### src/rtl/core/aff_pkg.sv
// Shared widths, types and codes for the affine matrix inverse pipeline.
package aff_pkg;

   localparam int AW            = 32;   // element width, signed fixed point
   localparam int ADJ_W         = 65;   // 2x2 minor, exact
   localparam int DET_W         = 97;   // determinant, exact
   localparam int TS_W          = 97;   // adjugate row dotted with translation
   localparam int QW            = 32;   // quotient / result element width
   localparam int DEF_FRAC_BITS = 16;
   localparam int IN_W          = 12 * AW;

   localparam logic [1:0] FIRST_ROW = 2'd0;
   localparam logic [1:0] TRANS_ROW = 2'd3;

   typedef logic signed [AW-1:0]    elem_type;
   typedef logic signed [ADJ_W-1:0] adj_type;
   typedef logic signed [DET_W-1:0] wide_type;

   typedef struct packed {
      adj_type  [8:0] adj;
      wide_type       det;
      wide_type [2:0] tsum;
   } cof_type;

   typedef struct packed {
      logic [1:0] row_index;
      logic       singular;
      logic       last_row;
   } tag_type;

endpackage

### src/rtl/core/aff_rowgen.sv
// Row sequencer: holds one item and issues its four numerator rows.
module aff_rowgen #(
   parameter  int FRAC_BITS = aff_pkg::DEF_FRAC_BITS,
   localparam int NUM_W = (aff_pkg::ADJ_W + 2*FRAC_BITS > aff_pkg::TS_W + FRAC_BITS) ?
                          aff_pkg::ADJ_W + 2*FRAC_BITS : aff_pkg::TS_W + FRAC_BITS
) (
   input  logic                     clock,
   input  logic                     reset,
   input  logic                     in_valid,
   output logic                     in_ready,
   input  aff_pkg::cof_type         in_cof,
   output logic                     out_valid,
   input  logic                     out_ready,
   output logic signed [NUM_W-1:0]  out_num [3],
   output aff_pkg::wide_type        out_det,
   output aff_pkg::tag_type         out_tag
);

   logic                    h_v_ff, h_v_in;
   logic [1:0]              row_ff, row_in;
   aff_pkg::cof_type        cof_ff;
   logic                    o_v_ff, o_v_in;
   logic signed [NUM_W-1:0] num_ff [3], num_in [3];
   aff_pkg::wide_type       det_ff;
   aff_pkg::tag_type        tag_ff, tag_in;
   logic                    o_en, emit, load, at_last;

   assign o_en     = !o_v_ff || out_ready;
   assign emit     = h_v_ff && o_en;
   assign at_last  = (row_ff == aff_pkg::TRANS_ROW);
   assign in_ready = !h_v_ff || (emit && at_last);
   assign load     = in_valid && in_ready;

   always_comb begin
      h_v_in = h_v_ff;
      row_in = row_ff;
      if (load) begin
         h_v_in = 1'b1;
         row_in = aff_pkg::FIRST_ROW;
      end else if (emit) begin
         h_v_in = !at_last;
         row_in = row_ff + 2'd1;
      end
      o_v_in = o_en ? emit : o_v_ff;
   end

   always_comb begin
      aff_pkg::adj_type  a;
      aff_pkg::wide_type ts;
      logic [NUM_W-1:0]  x;
      for (int j = 0; j < 3; j++) begin
         a  = cof_ff.adj[j];
         case (row_ff)
            2'd1:    a = cof_ff.adj[3+j];
            2'd2:    a = cof_ff.adj[6+j];
            default: a = cof_ff.adj[j];
         endcase
         ts = cof_ff.tsum[j];
         if (at_last) begin
            x         = {{(NUM_W-aff_pkg::TS_W){ts[aff_pkg::TS_W-1]}}, ts} << FRAC_BITS;
            num_in[j] = signed'(NUM_W'(0) - x);
         end else begin
            x         = {{(NUM_W-aff_pkg::ADJ_W){a[aff_pkg::ADJ_W-1]}}, a} << (2*FRAC_BITS);
            num_in[j] = signed'(x);
         end
      end
      tag_in.row_index = row_ff;
      tag_in.singular  = (cof_ff.det == '0);
      tag_in.last_row  = at_last;
   end

   always_ff @(posedge clock) begin
      if (reset) begin
         h_v_ff <= 1'b0;
         o_v_ff <= 1'b0;
         row_ff <= aff_pkg::FIRST_ROW;
      end else begin
         h_v_ff <= h_v_in;
         o_v_ff <= o_v_in;
         row_ff <= row_in;
      end
   end

   always_ff @(posedge clock) begin
      if (load) cof_ff <= in_cof;
      if (emit) begin
         num_ff <= num_in;
         det_ff <= cof_ff.det;
         tag_ff <= tag_in;
      end
   end

   assign out_valid = o_v_ff;
   assign out_num   = num_ff;
   assign out_det   = det_ff;
   assign out_tag   = tag_ff;

endmodule

### config.mk
export PLATFORM = sky130hd
export DESIGN_NAME = aff_rowgen
export DESIGN_NICKNAME = d
export VERILOG_FILES = /design/src/rtl/core/aff_pkg.sv /design/src/rtl/core/aff_rowgen.sv
export SDC_FILE = /design/constraint.sdc
export NUM_CORES = 1
export LEC_CHECK = 0
export ABC_AREA = 1
export BUFFER_PORTS_ARGS = -buffer_cell sky130_fd_sc_hd__buf_4
export CAP_MARGIN = 10
export CELL_PAD_IN_SITES_DETAIL_PLACEMENT = 1
export CELL_PAD_IN_SITES_GLOBAL_PLACEMENT = 2
export CORE_AREA = 4 4 559 561
export CTS_BUF_LIST = sky130_fd_sc_hd__clkbuf_4 sky130_fd_sc_hd__clkbuf_8
export DETAILED_ROUTE_END_ITERATION = 7
export DIE_AREA = 0 0 563 565
export PLACE_DENSITY_LB_ADDON = 0.1
export SETUP_SLACK_MARGIN = 0.15
export SYNTH_ARGS = -nofsm -noshare
export SYNTH_HDL_FRONTEND = slang
export SYNTH_SLANG_ARGS = --single-unit
### constraint.sdc
create_clock -name clock -period 46.2 [get_ports clock]
set_input_delay 4.62 -clock clock [delete_from_list [all_inputs] [get_ports clock]]
set_output_delay 4.62 -clock clock [all_outputs]
set_load 0.1 [all_outputs]
# == Word level (Yosys, flattened, before mapping) ==
# Cells that the tools add are included.
# op_classes
addsub,4
n_eq_ne,3
muxes,8
reduce_logical,11
# ops
operator,n
one-hot mux 65 bit (2 select lines),3
2-to-1 mux 113 bit,3
subtractor 1 x 113 -> 113 bit (first input constant),3
logical NOT 97 bit,1
== test 2 bit (second input constant),2
logical AND 1 bit,3
logical NOT 1 bit,3
adder 2 x 1 -> 2 bit (second input constant),1
== test 2 x 1 -> 1 bit (second input constant),1
logical OR 1 bit,2
2-to-1 mux 1 bit,2
nonzero test 2 bit,1
OR reduction 2 bit,1
# word_totals
register_bits,1417
inputBits,977
output_inout_bits,442

# == Depth between registers and ports, before layout ==
# depth
word_depth,7
mapped_depth,11

# == Least setup slack after synthesis ==
# Ideal clock, no wire load.
# synth_timing
kind,input-to-reg
from,in out_ready
to,reg row_ff[0]
t_arrival_ps,48723
path_slack_ps,-2708
path_stages,6
n_path_buf,0
path_cell_list,inv_1 nand2_1 a21oi_1 nor2_1 or2_2 a21oi_1
# synth_between
elab_chain_cells,6
# synth_lines
element,line_no,source
start: declaration,aff_rowgen.sv:13,"input logic out_ready,"
logical OR 1 bit,aff_rowgen.sv:28,assign o_en = !o_v_ff || out_ready;
logical AND 1 bit,aff_rowgen.sv:29,assign emit = h_v_ff && o_en;
logical AND 1 bit,aff_rowgen.sv:31,assign in_ready = !h_v_ff || (emit && at_last);
logical OR 1 bit,aff_rowgen.sv:31,
logical AND 1 bit,aff_rowgen.sv:32,assign load = in_valid && in_ready;
via load,aff_rowgen.sv:26,"logic o_en, emit, load, at_last;"
OR reduction 2 bit (no line),-,
end signal: assignment,aff_rowgen.sv:76,row_ff <= aff_pkg::FIRST_ROW;
end signal: assignment,aff_rowgen.sv:80,row_ff <= row_in;
end: declaration,aff_rowgen.sv:20,"logic [1:0] row_ff, row_in;"
# The timed path passes the listed nets, and every way through them passes these cells.
# A chain may end at the register's enable or synchronous reset.

# == Worst setup path after layout ==
# layout_timing
from,in out_ready
to,out in_ready
# layout_between
elab_chain_cells,4
# layout_lines
element,line_no,source
logical OR 1 bit,aff_rowgen.sv:28,
logical AND 1 bit,aff_rowgen.sv:29,
logical AND 1 bit,aff_rowgen.sv:31,
logical OR 1 bit,aff_rowgen.sv:31,
end: declaration,aff_rowgen.sv:10,"output logic in_ready,"
# Every way passes these cells.

==> impl_metrics.toml <==
[route]
num_vias = 44930
wire_per_inst_um = 30.36
route.detailed.drc = 0
dr.pass1.iters = 7
wirelength_um = 325500
vias_per_cell = 4.191
detail_route.iter0.violations = 3290
ant_nets = 0

[floorplan]
core-area_um2 = 307800
rows = 204
start_util_pct = 18.68
die_x_um = 563
dieArea_um2 = 318100
die_h_um = 565
num_io_pins = 1419

[worst_setup_path]
critPathLaunch = "out_ready"
crit_path_end_kind = "output port"
critPathMaxFanout = 3
critPathArrivalTime_ns = 6.02
timing.rr.start = "row_ff[0]"
crit_required_ns = 41.58
start_kind = "primary input"
criticalPathCategory = "primary input to output port"

[synth]
ys.flop_type = "edfxtp_1"
yosysMostFrequentCell = "edfxtp_1"
seq_area_frac_synth_pct = 71.44
async_flop_share_pct = 0
ys_ff_latch = 1369
yosys_warnings = 0
yosysTopAreaCell = "edfxtp_1"
synthTopCellsByArea = "edfxtp_1 (71%), nand2_1 (7.1%), nor2_1 (4.8%)"
synth_top_area_share_pct = 71.30
synth_area_um2 = 57490
avgSynthCellArea_um2 = 11.99
synthTopCellsByCount = "edfxtp_1 (1365), nand2_1 (1086), nor2_1 (732)"
synth_edf_count = 1365
synth_cells = 4793
synth_cell_types = 40

[min_path]
hp-class = "register to register"
hp-start = "cof_ff[343]"

[power]
p_clk_share_pct = 40.2
powerDensity_nw_per_um2 = 42.17
cellLeakagePower_nw = 28.57
pwr-share-seq_pct = 45.7
swShare_pct = 30.09
combPwrFrac_pct = 14.1
switchingPower_mw = 0.9937
p_int_mw = 2.309
irDropWorstVdd_v = 0.00001876

[global_route]
grt_overflow = 0
antenna_found_initial = 134
grt_pass1_wl_um = 425800
grt_start_max_net_pins = 126
grt_usage_pct = 19.58
grt_pass1_vias = 47700

[clock_network]
clockBufferDepth = 4
cts_buffers = 285
h-tree-depth = 5
cts_sinks = 1369
holdBufCountCts = 0
cts_root_buf = "clkbuf_8"
cts_setup_buffers = 0
clkLatencyLatePin_ns = 0.98
cts_tree = "yes"
clk_pin_slew_worst_paths_ns = 0.06
cts_resized = 0

[cells_and_area]
multi_input_area_um2 = 14780
syn_to_final_growth_pct = 36.23
drive_gt1_share_pct = 31.35
fill_cells = 34650
nets = 7323
final-seq-area_um2 = 41070

[place]
io_buffers = 1370
globalplace.congestion = 0.8329
hpwl_um = 255800
post-place-ws_ns = 35.58

[outcome]
status = "finished clean"

[timing]
period_minus_slack_ns = 10.64
setup_violations = 0
drv_slew = 0
final.setup_skew_ns = 0.09179
finalSetupTns_ns = 0
worstMarginPinSlew_ns = 1.205
hold_violations = 0
final.setup.worst_slack_ns = 35.56
slew-limit-headroom_pct = 19.69
rsz0062_at_grt = "false"
fmax_ghz = 0.09402
period_share_pct = 23.02

[flow_run]
drv_cap = 0
## logic make-up after synthesis
logic type	after synthesis	share of synthesized area [%]
AND/OR/NAND/NOR	2329	17.39
flip-flops	1369	71.44
AO/OA/AOI/OAI	636	7.328
buffers and inverters	422	3.247
XOR/XNOR	30	0.4571
adder cells (fa/ha/maj)	6	0.1306
other	1	0.006523
## registers in the layout (all words and copies together) (netlist names)
name and flops:
out_num 291, row_ff 2, out_valid 1, h_v_ff 1, out_det 97, out_tag 4, cof_ff 973
## cells in the final DEF, fill, tap and decap left out, types with 27 or more instances in the layout
cell / n
a31o_2: 61
a21oi_1: 69
diode_2: 41
o21ai_0: 191
clkbuf_4: 81
o22ai_1: 63
buf_4: 1411
nand4_1: 115
nor2_2: 52
nand2_1: 1086
clkbuf_8: 290
a221oi_1: 63
clkinv_2: 27
o21ai_1: 59
nand3_1: 224
nor2_1: 731
xor2_1: 30
inv_1: 210
nor2_4: 30
conb_1: 48
a221o_1: 51
clkinv_1: 71
nand2_2: 30
edfxtp_1: 1365
o211ai_1: 50
## worst paths after layout
kind,endpoint,slack [ns],cells past startpoint
worst min-delay path,out_det[52],0.43,0
worst min register to register,out_det[52],0.43,0
worst max register to register,cof_ff[691],41.16,6
worst max-delay path,in_ready,35.56,6
## power groups by stage
| stage | combinational, mW | clock [mW] | sequential [mW] |
|---|---|---|---|
| 6_report | 0.465 | 1.33 | 1.51 |
| 5_1_grt | 0.489 | 1.44 | 1.52 |
| 4_1_cts | 0.476 | 1.39 | 1.51 |
| 3_5_place_dp | 0.475 | 0 | 1.53 |
| 3_3_place_gp | 0.474 | 0 | 1.53 |
| 2_1_floorplan | 0.110 | 0 | 1.74 |
## area by class of cell
| cell class | instances | share of cell area [%] |
|---|---|---|
| Multi-Input combinational cell | 3049 | 18.87 |
| Tap cell | 4120 | 6.582 |
| Clock inverter | 134 | 1.372 |
| Sequential cell | 1369 | 52.44 |
| Inverter | 219 | 1.078 |
| Antenna cell | 41 | 0.1310 |
| Timing Repair Buffer | 1416 | 13.65 |
| Clock buffer | 371 | 5.873 |
## per-layer routing
layer / wire, µm / global-route usage (%)
met4: 8406 / 5.034
met1: 129000 / 23.30
met2: 163100 / 34.57
met3: 24620 / 5.528
met5: 430 / 0
## through the flow
stage / instances / util [%] / hold WS (ns) / total power [mW] / instance area, µm²
detailed placement: 10170 / 23.57 / 0.4368 / 2.009 / 72540
finish: 10720 / 25.44 / 0.4304 / 3.302 / 78320
global placement: 10170 / 23.57 / 0.4302 / 2.008 / 72540
floorplan: 4840 / - / 0.4268 / 1.847 / 57670
CTS: 10680 / 25.41 / 0.4310 / 3.374 / 78220
global route: 10690 / 25.42 / 0.4282 / 3.441 / 78250
## critical path, stage by stage
cell,delay (ns)
buf_4,0.11
inv_1,0.29
nand2_1,0.17
a21oi_1,0.32
inv_1,0.21
buf_4,0.28
Power figures use the tool's default switching activity.
